<file path="src/multichannel_to_mono_pcm16_defines.svh">
// ---------------------------------------------------------------------------
// Assertion macros for the multichannel to mono downmix
// Shared property wrappers. They compile to nothing when SYNTH is defined.
// ---------------------------------------------------------------------------
`ifndef MULTICHANNEL_TO_MONO_PCM16_DEFINES_SVH
`define MULTICHANNEL_TO_MONO_PCM16_DEFINES_SVH
`ifndef SYNTH
// The consequent holds in the same cycle as the antecedent.
`define MCM_ASSERT_IMPL(lbl, ante, cons) \
  lbl: assert property (@(posedge clk) disable iff (!rst_n) (ante) |-> (cons)) \
    else $error("downmix assertion failed");
// The consequent holds a fixed number of cycles after the antecedent.
`define MCM_ASSERT_DELAY(lbl, ante, dly, cons) \
  lbl: assert property (@(posedge clk) disable iff (!rst_n) (ante) |-> ##(dly) (cons)) \
    else $error("downmix timing assertion failed");
`else
`define MCM_ASSERT_IMPL(lbl, ante, cons)
`define MCM_ASSERT_DELAY(lbl, ante, dly, cons)
`endif
`endif

</file>
<file path="src/mcm_pkg.sv">
// ---------------------------------------------------------------------------
// Downmix package
// Shared types, constants and the reciprocal table for the channel divider.
// ---------------------------------------------------------------------------
package mcm_pkg;

  // Largest channel count supported by the lane array.
  localparam int MAX_CHAN  = 8;
  // Lane slots of the adder tree; slots above the lane count read as zero.
  localparam int PAD_LANES = 8;
  localparam int WORD_W    = 32;
  localparam int CNT_W     = 4;
  localparam int FMT_W     = 2;
  localparam int SAMPLE_W  = 16;
  // Accept edge to output register edge, plus one for sampling.
  localparam int PIPE_LAT  = 7;
  // Full scale of the output sample.
  localparam logic [14:0] SCALE = 15'd32767;

  // Register index, taken from paddr[2].
  localparam logic REG_CHANNEL_COUNT = 1'b0;
  localparam logic REG_SAMPLE_FORMAT = 1'b1;

  typedef enum logic [FMT_W-1:0] {
    FMT_PCM16   = 2'd0,
    FMT_FLOAT32 = 2'd1,
    FMT_BAD     = 2'd2
  } fmt_t;

  // Control that travels alongside each beat through the pipeline.
  typedef struct packed {
    logic             vld;
    logic             pkt_end;
    logic             err;
    logic             pcm;
    logic             nan;
    logic             neg;
    logic [CNT_W-1:0] cnt;
  } mcm_ctl_t;

  // ceil(2^30 / n): exact quotient for dividends below 2^27 after >> 30.
  function automatic logic [30:0] recip_f(input logic [CNT_W-1:0] n);
    logic [30:0] r;
    case (n)
      4'd1:    r = 31'd1073741824;
      4'd2:    r = 31'd536870912;
      4'd3:    r = 31'd357913942;
      4'd4:    r = 31'd268435456;
      4'd5:    r = 31'd214748365;
      4'd6:    r = 31'd178956971;
      4'd7:    r = 31'd153391690;
      4'd8:    r = 31'd134217728;
      default: r = 31'd0;
    endcase
    return r;
  endfunction

endpackage

</file>
<file path="src/mcm_lane.sv">
// ---------------------------------------------------------------------------
// Downmix lane
// Turns one channel word into a signed 32-bit term: a sign-extended PCM16
// sample, or a float32 converted to saturated Q8.24. Flags NaN inputs.
// ---------------------------------------------------------------------------
module mcm_lane
  import mcm_pkg::*;
(
  input  logic              clk,
  input  logic [WORD_W-1:0] word_i,
  input  logic              use_i,
  input  logic              pcm_i,
  output logic [WORD_W-1:0] val_r,
  output logic              nan_r
);

  logic              sgn;
  logic [7:0]        expo;
  logic [22:0]       mant;
  logic [23:0]       full;
  logic [2:0]        lsh;
  logic [4:0]        rsh;
  logic [WORD_W-1:0] mag;
  logic              is_nan;
  logic [WORD_W-1:0] fval;
  logic [WORD_W-1:0] val_nxt;
  logic              nan_nxt;

  assign sgn  = word_i[31];
  assign expo = word_i[30:23];
  assign mant = word_i[22:0];
  assign full = {1'b1, mant};
  assign lsh  = 3'(expo - 8'd126);
  assign rsh  = 5'(8'd126 - expo);

  // Float magnitude in Q8.24, truncated toward zero.
  always_comb begin
    is_nan = 1'b0;
    if (expo == 8'hFF) begin
      is_nan = (mant != 23'd0);
      mag    = is_nan ? '0 : 32'h8000_0000;
    end else if (expo == 8'd0) begin
      mag = '0;
    end else if (expo >= 8'd134) begin
      mag = 32'h8000_0000;
    end else if (expo >= 8'd126) begin
      mag = WORD_W'(full) << lsh;
    end else if (expo >= 8'd95) begin
      mag = WORD_W'(full) >> rsh;
    end else begin
      mag = '0;
    end
  end

  // Apply the sign and saturate to the Q8.24 range.
  always_comb begin
    if (sgn) begin
      fval = mag[31] ? 32'h8000_0000 : (~mag + 32'd1);
    end else begin
      fval = mag[31] ? 32'h7FFF_FFFF : mag;
    end
  end

  // Unused lanes contribute zero and never flag NaN.
  always_comb begin
    if (!use_i) begin
      val_nxt = '0;
    end else if (pcm_i) begin
      val_nxt = {{16{word_i[15]}}, word_i[15:0]};
    end else begin
      val_nxt = fval;
    end
    nan_nxt = use_i && !pcm_i && is_nan;
  end

  always_ff @(posedge clk) begin
    val_r <= val_nxt;
    nan_r <= nan_nxt;
  end

endmodule

</file>
<file path="src/mcm_merge.sv">
// ---------------------------------------------------------------------------
// Downmix merge
// Sums the lane terms in a registered tree, divides by the channel count
// with a reciprocal multiply, clamps and scales float results, and forms the
// output beat.
// ---------------------------------------------------------------------------
`include "multichannel_to_mono_pcm16_defines.svh"

module mcm_merge
  import mcm_pkg::*;
(
  input  logic                                clk,
  input  logic                                rst_n,
  input  mcm_ctl_t                            ctl_i,
  input  logic [PAD_LANES-1:0][WORD_W-1:0]    val_i,
  input  logic [PAD_LANES-1:0]                nan_i,
  output logic                                out_valid,
  output logic signed [SAMPLE_W-1:0]          out_mono_sample,
  output logic                                out_packet_end_out,
  output logic                                out_format_error
);

  localparam int PAIRS = PAD_LANES / 2;

  // Pipeline control registers.
  mcm_ctl_t s2_ctl_r, s3_ctl_r, s4_ctl_r, s5_ctl_r, s6_ctl_r, s7_ctl_r;
  mcm_ctl_t s2_ctl_nxt, s4_ctl_nxt;

  // Payload registers.
  logic signed [WORD_W:0]   s2_pair_r [PAIRS];
  logic signed [WORD_W+2:0] s3_sum_r;
  logic [WORD_W+2:0]        s4_mag_r;
  logic [WORD_W+2:0]        s4_mag_nxt;
  logic [57:0]              s5_prod_r;
  logic                     s5_sat_r;
  logic [26:0]              s6_q;
  logic [24:0]              s6_qm;
  logic [39:0]              s6_scaled_r;
  logic [SAMPLE_W-1:0]      s6_pcm_mag_r;
  logic [SAMPLE_W-1:0]      s7_mag;
  logic [SAMPLE_W-1:0]      s7_sample_nxt;
  logic [SAMPLE_W-1:0]      s7_sample_r;

  // First tree level: pairwise sums and the NaN reduction.
  always_comb begin
    s2_ctl_nxt     = ctl_i;
    s2_ctl_nxt.nan = |nan_i;
  end

  always_ff @(posedge clk) begin
    for (int i = 0; i < PAIRS; i++) begin
      s2_pair_r[i] <= $signed({val_i[2*i][WORD_W-1], val_i[2*i]}) +
                      $signed({val_i[2*i+1][WORD_W-1], val_i[2*i+1]});
    end
  end

  // Second tree level: the full signed sum.
  always_ff @(posedge clk) begin
    s3_sum_r <= (WORD_W+3)'(s2_pair_r[0]) + (WORD_W+3)'(s2_pair_r[1]) +
                (WORD_W+3)'(s2_pair_r[2]) + (WORD_W+3)'(s2_pair_r[3]);
  end

  // Split into sign and magnitude so that division truncates toward zero.
  always_comb begin
    s4_ctl_nxt     = s3_ctl_r;
    s4_ctl_nxt.neg = s3_sum_r[WORD_W+2];
    s4_mag_nxt     = s3_sum_r[WORD_W+2] ? (~s3_sum_r + (WORD_W+3)'(1)) : s3_sum_r;
  end

  always_ff @(posedge clk) begin
    s4_mag_r <= s4_mag_nxt;
  end

  // Reciprocal multiply; a magnitude of at least n * 2^24 clamps to one.
  always_ff @(posedge clk) begin
    s5_prod_r <= 58'(s4_mag_r[26:0]) * 58'(recip_f(s4_ctl_r.cnt));
    s5_sat_r  <= s4_mag_r >= (WORD_W+3)'({s4_ctl_r.cnt, 24'd0});
  end

  // Quotient, clamp and scale by full scale.
  assign s6_q  = s5_prod_r[56:30];
  assign s6_qm = s5_sat_r ? 25'h100_0000 : s6_q[24:0];

  always_ff @(posedge clk) begin
    s6_scaled_r  <= 40'(s6_qm) * 40'(SCALE);
    s6_pcm_mag_r <= s6_q[SAMPLE_W-1:0];
  end

  // Output selection: error gives zero, NaN gives full scale.
  always_comb begin
    s7_mag = s6_ctl_r.pcm ? s6_pcm_mag_r : s6_scaled_r[39:24];
    if (s6_ctl_r.err) begin
      s7_sample_nxt = '0;
    end else if (!s6_ctl_r.pcm && s6_ctl_r.nan) begin
      s7_sample_nxt = 16'h7FFF;
    end else if (s6_ctl_r.neg) begin
      s7_sample_nxt = ~s7_mag + 16'd1;
    end else begin
      s7_sample_nxt = s7_mag;
    end
  end

  always_ff @(posedge clk) begin
    s7_sample_r <= s7_sample_nxt;
  end

  // Control pipeline.
  always_ff @(posedge clk) begin
    if (!rst_n) begin
      s2_ctl_r <= '0;
      s3_ctl_r <= '0;
      s4_ctl_r <= '0;
      s5_ctl_r <= '0;
      s6_ctl_r <= '0;
      s7_ctl_r <= '0;
    end else begin
      s2_ctl_r <= s2_ctl_nxt;
      s3_ctl_r <= s2_ctl_r;
      s4_ctl_r <= s4_ctl_nxt;
      s5_ctl_r <= s4_ctl_r;
      s6_ctl_r <= s5_ctl_r;
      s7_ctl_r <= s6_ctl_r;
    end
  end

  assign out_valid          = s7_ctl_r.vld;
  assign out_mono_sample    = $signed(s7_sample_r);
  assign out_packet_end_out = s7_ctl_r.pkt_end;
  assign out_format_error   = s7_ctl_r.err;

  // A PCM16 sum never reaches the clamp threshold.
  `MCM_ASSERT_IMPL(a_pcm_no_sat, s5_ctl_r.vld && s5_ctl_r.pcm && !s5_ctl_r.err, !s5_sat_r)
  // Lanes flag NaN only in float mode.
  `MCM_ASSERT_IMPL(a_nan_float_only, s2_ctl_r.vld && s2_ctl_r.pcm, !s2_ctl_r.nan)
  // An error beat carries a zero sample.
  `MCM_ASSERT_IMPL(a_err_zero, out_valid && out_format_error, out_mono_sample == '0)

endmodule

</file>
<file path="src/multichannel_to_mono_pcm16.sv">
// ---------------------------------------------------------------------------
// Multichannel to mono PCM16 downmix
// Averages up to eight channel words of one frame, PCM16 or float32, into
// one signed 16-bit mono sample, with one lane per channel.
//
//   Channel   Handshake              Payload
//   input     start / busy           in_chan_word_0..7, in_packet_end_in
//   result    out_valid strobe       out_mono_sample, out_packet_end_out,
//                                    out_format_error
//   config    APB write/read         channel_count at 0x0, sample_format at 0x4
//
// A frame is taken every cycle; busy stays low. Each result passes through
// the lane stage, two adder tree levels, the magnitude stage, the divider
// multiply, the scale multiply and the output register. Results are shown
// for one cycle and cannot be stalled. Reset empties the pipeline and sets
// channel_count to 2 and sample_format to float32.
// ---------------------------------------------------------------------------
`include "multichannel_to_mono_pcm16_defines.svh"

module multichannel_to_mono_pcm16
  import mcm_pkg::*;
#(
  parameter int MAX_CHANNELS = MAX_CHAN
) (
  input  logic                       clk,
  input  logic                       rst_n,
  // Input channel
  input  logic                       start,
  output logic                       busy,
  input  logic [WORD_W-1:0]          in_chan_word_0,
  input  logic [WORD_W-1:0]          in_chan_word_1,
  input  logic [WORD_W-1:0]          in_chan_word_2,
  input  logic [WORD_W-1:0]          in_chan_word_3,
  input  logic [WORD_W-1:0]          in_chan_word_4,
  input  logic [WORD_W-1:0]          in_chan_word_5,
  input  logic [WORD_W-1:0]          in_chan_word_6,
  input  logic [WORD_W-1:0]          in_chan_word_7,
  input  logic                       in_packet_end_in,
  // Result channel
  output logic                       out_valid,
  output logic signed [SAMPLE_W-1:0] out_mono_sample,
  output logic                       out_packet_end_out,
  output logic                       out_format_error,
  // Configuration port
  input  logic                       psel,
  input  logic                       penable,
  input  logic                       pwrite,
  input  logic [2:0]                 paddr,
  input  logic [31:0]                pwdata,
  output logic [31:0]                prdata,
  output logic                       pready
);

  logic [CNT_W-1:0]                 cnt_r;
  fmt_t                             fmt_r;
  logic                             cfg_wr;
  logic [CNT_W-1:0]                 eff_cnt;
  logic                             fmt_err;
  mcm_ctl_t                         s1_ctl_r;
  mcm_ctl_t                         s1_ctl_nxt;
  logic [PAD_LANES-1:0][WORD_W-1:0] words;
  logic [PAD_LANES-1:0][WORD_W-1:0] lane_val;
  logic [PAD_LANES-1:0]             lane_nan;

  // The pipeline never stalls, so every start is a beat.
  assign busy   = 1'b0;
  assign pready = 1'b1;

  // Configuration registers.
  assign cfg_wr = psel && penable && pwrite && pready;

  always_ff @(posedge clk) begin
    if (!rst_n) begin
      cnt_r <= CNT_W'(2);
      fmt_r <= FMT_FLOAT32;
    end else if (cfg_wr) begin
      case (paddr[2])
        REG_CHANNEL_COUNT: cnt_r <= pwdata[CNT_W-1:0];
        REG_SAMPLE_FORMAT: fmt_r <= fmt_t'(pwdata[FMT_W-1:0]);
        default: ;
      endcase
    end
  end

  always_comb begin
    case (paddr[2])
      REG_CHANNEL_COUNT: prdata = 32'(cnt_r);
      REG_SAMPLE_FORMAT: prdata = 32'(fmt_r);
      default:           prdata = '0;
    endcase
  end

  // Effective count and error decode.
  assign eff_cnt = (cnt_r > CNT_W'(MAX_CHANNELS)) ? CNT_W'(MAX_CHANNELS) : cnt_r;

  always_comb begin
    case (fmt_r)
      FMT_PCM16:   fmt_err = 1'b0;
      FMT_FLOAT32: fmt_err = 1'b0;
      default:     fmt_err = 1'b1;
    endcase
  end

  always_comb begin
    s1_ctl_nxt         = '0;
    s1_ctl_nxt.vld     = start && !busy;
    s1_ctl_nxt.pkt_end = in_packet_end_in;
    s1_ctl_nxt.err     = fmt_err || (eff_cnt == '0);
    s1_ctl_nxt.pcm     = (fmt_r == FMT_PCM16);
    s1_ctl_nxt.cnt     = eff_cnt;
  end

  always_ff @(posedge clk) begin
    if (!rst_n) begin
      s1_ctl_r <= '0;
    end else begin
      s1_ctl_r <= s1_ctl_nxt;
    end
  end

  // Gather the channel words.
  assign words[0] = in_chan_word_0;
  assign words[1] = in_chan_word_1;
  assign words[2] = in_chan_word_2;
  assign words[3] = in_chan_word_3;
  assign words[4] = in_chan_word_4;
  assign words[5] = in_chan_word_5;
  assign words[6] = in_chan_word_6;
  assign words[7] = in_chan_word_7;

  // One conversion lane per supported channel; spare tree slots read zero.
  for (genvar g = 0; g < PAD_LANES; g++) begin : g_lane
    if (g < MAX_CHANNELS) begin : g_used
      mcm_lane u_lane (
        .clk    (clk),
        .word_i (words[g]),
        .use_i  (CNT_W'(g) < eff_cnt),
        .pcm_i  (s1_ctl_nxt.pcm),
        .val_r  (lane_val[g]),
        .nan_r  (lane_nan[g])
      );
    end else begin : g_spare
      assign lane_val[g] = '0;
      assign lane_nan[g] = 1'b0;
    end
  end

  mcm_merge u_merge (
    .clk                (clk),
    .rst_n              (rst_n),
    .ctl_i              (s1_ctl_r),
    .val_i              (lane_val),
    .nan_i              (lane_nan),
    .out_valid          (out_valid),
    .out_mono_sample    (out_mono_sample),
    .out_packet_end_out (out_packet_end_out),
    .out_format_error   (out_format_error)
  );

  // Every accepted beat comes out after the fixed pipeline latency.
  `MCM_ASSERT_DELAY(a_latency, start && !busy, PIPE_LAT, out_valid)

endmodule
</file>
<file path="config.mk">
export PLATFORM = sky130hd
export DESIGN_NAME = multichannel_to_mono_pcm16
export DESIGN_NICKNAME = d
export VERILOG_FILES = /design/src/mcm_pkg.sv /design/src/mcm_lane.sv /design/src/mcm_merge.sv /design/src/multichannel_to_mono_pcm16.sv
export VERILOG_INCLUDE_DIRS = /design/src /design/src/src
export SDC_FILE = /design/constraint.sdc
export NUM_CORES = 2
export LEC_CHECK = 0
export BUFFER_PORTS_ARGS = -buffer_cell sky130_fd_sc_hd__clkbuf_2
export CORE_UTILIZATION = 25
export DETAILED_ROUTE_END_ITERATION = 12
export PLACE_DENSITY = 0.48
export RECOVER_POWER = 25
export SYNTH_ARGS = -nofsm -noshare
export SYNTH_HDL_FRONTEND = slang
export SYNTH_SLANG_ARGS = --single-unit
</file>
<file path="constraint.sdc">
create_clock -name clk -period 9.8 [get_ports clk]
set_input_delay 0.98 -clock clk [delete_from_list [all_inputs] [get_ports clk]]
set_output_delay 0.98 -clock clk [all_outputs]
set_load 0.02 [all_outputs]
</file>
==> out/metrics.yaml <==
fin_crit_ns: 8.27
die_area_sq_um: 327000
crit_top_cell: "fa_1"
routabilityCongestion: 0.914
final.setup.tns_ns: 0
clk_root_buffer_cell: "clkbuf_16"
hp-class: "reg2reg"
crit_required_ns: 10.35
vias_per_cell: 4.95
vias: 67600
cts.sinks: 610
critPathKind: "reg2reg"
syn_to_final_growth_pct: 10.6
finalHoldViolations: 0
setup_viol: 0
yosys_register_bits: 610
tightest_slew_ns: 2.85
endpoint_kind: "register"
antenna_found_initial: 25
drive_gt1_share_pct: 10.9
synth_cell_types: 109
startpoint_type: "register"
cts_tree: "yes"
p_leak_uw: 0.0404
crit_arrival_ns: 8.82
yosys_warnings: 0
cap_violations: 2
ios: 351
die_w_um: 572
drc: 0
violations: "max-capacitance violations, max-slew violations"
drt-initial-drc-count: 5073
synth_cells: 9278
coreArea_sq_um: 322000
run_status: "finished, violations left"
std_cell_rows: 208
clk_path_buf_depth: 3
fin_crit_sh_pct: 84.4
htree_levels: 3
slowest_stage: "dfxtp_1"
fmax_mhz: 121
peakVddDrop_v: 0.000147
power.density_nw_per_um2: 117
totalWireLength_mm: 280
max_stage_delay_ns: 0.92
postRouteAntennaNets: 0
grt_max_degree: 67
netlist_area_sq_um: 81100
routedWlPerCell_um: 20.5
syn_area_per_cell_sq_um: 8.74
start_util_pct: 25.2
clock_latency_ns: 0.71
grt_pass1_vias: 67400
layout.nets: 10900
cts_resized: 0
track_usage_pct: 16.8
post_cts_buffers: 0
synthArstFlopShare_pct: 0
grt_overflow_total: 0
n_fill_cell: 34800
dpl.hpwl_mm: 228
holdWs_ns: 0.401
path_cells: "nand2_1 -> fa_1 -> inv_1 -> fa_1 -> fa_1 -> inv_1 -> fa_1 -> inv_1 -> fa_1 -> fa_1 -> fa_1 -> ha_1 -> a21oi_1 -> nand2b_1 -> nor4_1 -> o211ai_1 -> o2111ai_1 -> nand3_1 -> nand4_1 -> nand2_1 -> a211oi_1 -> o311ai_0 -> xor2_1"
finalClockSkew_ns: 0.0533
hold_buffers: 0
grt_pass1_wl_mm: 425
rsz0062_at_grt: "false"
multi_input_area_sq_um: 62500
io_buffers: 290
firstDrtPassIters: 5
ys_seq_area_share_pct: 15.1
die_y_um: 572
numCtsBuffers: 78
synth-edff-count: 0
relSlewSlack_pct: -90.0
synth_flop_cell: "dfxtp_1"
register_area_sq_um: 12200
clkTransAtPathRegs_ns: 0.06
slew_violations: 96
cp_max_fo: 14
-- per-stage QoR --
| stage | instance area, sq um | total power (uW) | util (%) | worst slack, ns | cells |
|---|---|---|---|---|---|
| floorplan | 81200 | 6020 | - | 2.87 | 9306 |
| finish | 89700 | 10500 | 27.9 | 1.53 | 13600 |
| CTS | 89700 | 10600 | 27.9 | 1.53 | 13600 |
| global placement | 86800 | 7350 | 27.0 | 1.49 | 13500 |
| global route | 89700 | 11100 | 27.9 | 0.963 | 13600 |
| detailed placement | 86800 | 7330 | 27.0 | 1.56 | 13500 |
-- power by group --
| part | total [uW] | leakage, uW | switching [uW] | internal, uW |
|---|---|---|---|---|
| Sequential | 3480 | 0.00500 | 626 | 2860 |
| Clock | 3180 | 0.00140 | 1240 | 1940 |
| Combinational | 3810 | 0.0340 | 2230 | 1590 |
| Total | 10500 | 0.0404 | 4100 | 6390 |
-- path summary, 6_finish.rpt --
path,from,to,slack [ns],cells past startpoint
setup / recovery,u_merge.s4_mag_r[6],u_merge.s5_prod_r[49],1.53,23
hold / removal,u_merge.s3_sum_r[0],u_merge.s4_mag_r[0],0.40,0
setup reg to reg,u_merge.s4_mag_r[6],u_merge.s5_prod_r[49],1.53,23
hold reg to reg,u_merge.s3_sum_r[0],u_merge.s4_mag_r[0],0.40,0
-- cells in the final DEF, fill, tap and decap left out, types with 56 or more instances in the layout --
| master | instances |
|---|---|
| inv_1 | 1145 |
| nand2_1 | 901 |
| fa_1 | 818 |
| dfxtp_1 | 607 |
| ha_1 | 508 |
| nor2_1 | 504 |
| o21ai_0 | 485 |
| a21oi_1 | 464 |
| mux2i_1 | 308 |
| xnor2_1 | 292 |
| clkbuf_2 | 274 |
| mux4_2 | 270 |
| and2_1 | 198 |
| nand3_1 | 191 |
| nor3_1 | 171 |
| xor2_1 | 165 |
| buf_4 | 119 |
| nor4_1 | 105 |
| mux2_2 | 99 |
| nor2b_1 | 96 |
| a21o_1 | 91 |
| nand2b_1 | 84 |
| a31oi_1 | 82 |
| clkbuf_16 | 80 |
| nand4_1 | 76 |
| o21a_1 | 76 |
| o31ai_1 | 76 |
| a211oi_1 | 72 |
| and3_1 | 63 |
| o211ai_1 | 56 |
-- metal layers --
layer / track usage, % / share of wire, % / vias to the layer above
met3: 1.86 / 4.6 / 290
met5: 0 / 0.058 / -
li1: - / - / 32100
met2: 28.9 / 49 / 1743
met4: 3.31 / 2.0 / 24
met1: 22.5 / 45 / 33400
-- final cells by class --
type,instances,area share (%)
multi-input cells,7018,69.7
flip-flops and latches,610,13.6
well taps,4305,6.00
inverters,1152,4.82
repair buffers,413,2.63
clock buffers,95,2.39
clock inverters,50,0.862
diodes,5,0.0139
-- cell families after synthesis --
family / share of synthesized area (%)
AO/OA/AOI/OAI: 15.4
XOR/XNOR: 5.02
multiplexers: 12.9
other: 0.00926
flip-flops: 15.1
AND/OR/NAND/NOR: 15.5
adder cells (fa/ha/maj): 28.0
buffers and inverters: 8.08
-- flip-flops by register name, summed over array words and instances (netlist names), 2 cells and up, named ones only --
signal	flops
fmt_r	2
u_merge.s5_ctl_r	6
g_lane.g_used.u_lane.nan_r	8
u_merge.s5_prod_r	25
u_merge.s3_sum_r	35
u_merge.s6_scaled_r	16
u_merge.out_mono_sample	16
u_merge.s2_ctl_r	9
g_lane.g_used.u_lane.val_r	256
u_merge.s3_ctl_r	9
u_merge.s6_pcm_mag_r	16
u_merge.s2_pair_r	132
u_merge.s4_mag_r	35
s1_ctl_r	8
u_merge.s6_ctl_r	6
u_merge.s4_ctl_r	10
cnt_r	4
-- worst max-delay path, delay by kind of cell, from the launching register on --
kind            cells  cell delay [ns]
compound gates      5             1.61
xor+xnor            1             0.16
fa+ha+maj           8             4.04
buf+inv             3             0.18
flops               1             0.92
simple gates        6             1.20
-- cells in the mapped netlist, types with 170 or more instances --
cell	instances	area share (%)
clkbuf_1	389	1.8
inv_1	1145	5.3
nand2_1	901	4.2
xor2_1	170	1.8
nand3_1	191	1.2
nor3_1	172	1.1
ha_1	508	7.8
o21ai_0	487	3.0
mux2i_1	308	3.8
a21oi_1	464	2.9
fa_1	818	20
nor2_1	506	2.3
mux4_2	270	7.5
xnor2_1	293	3.2
and2_1	229	1.8
dfxtp_1	610	15
(Power assumes the default switching activity.)
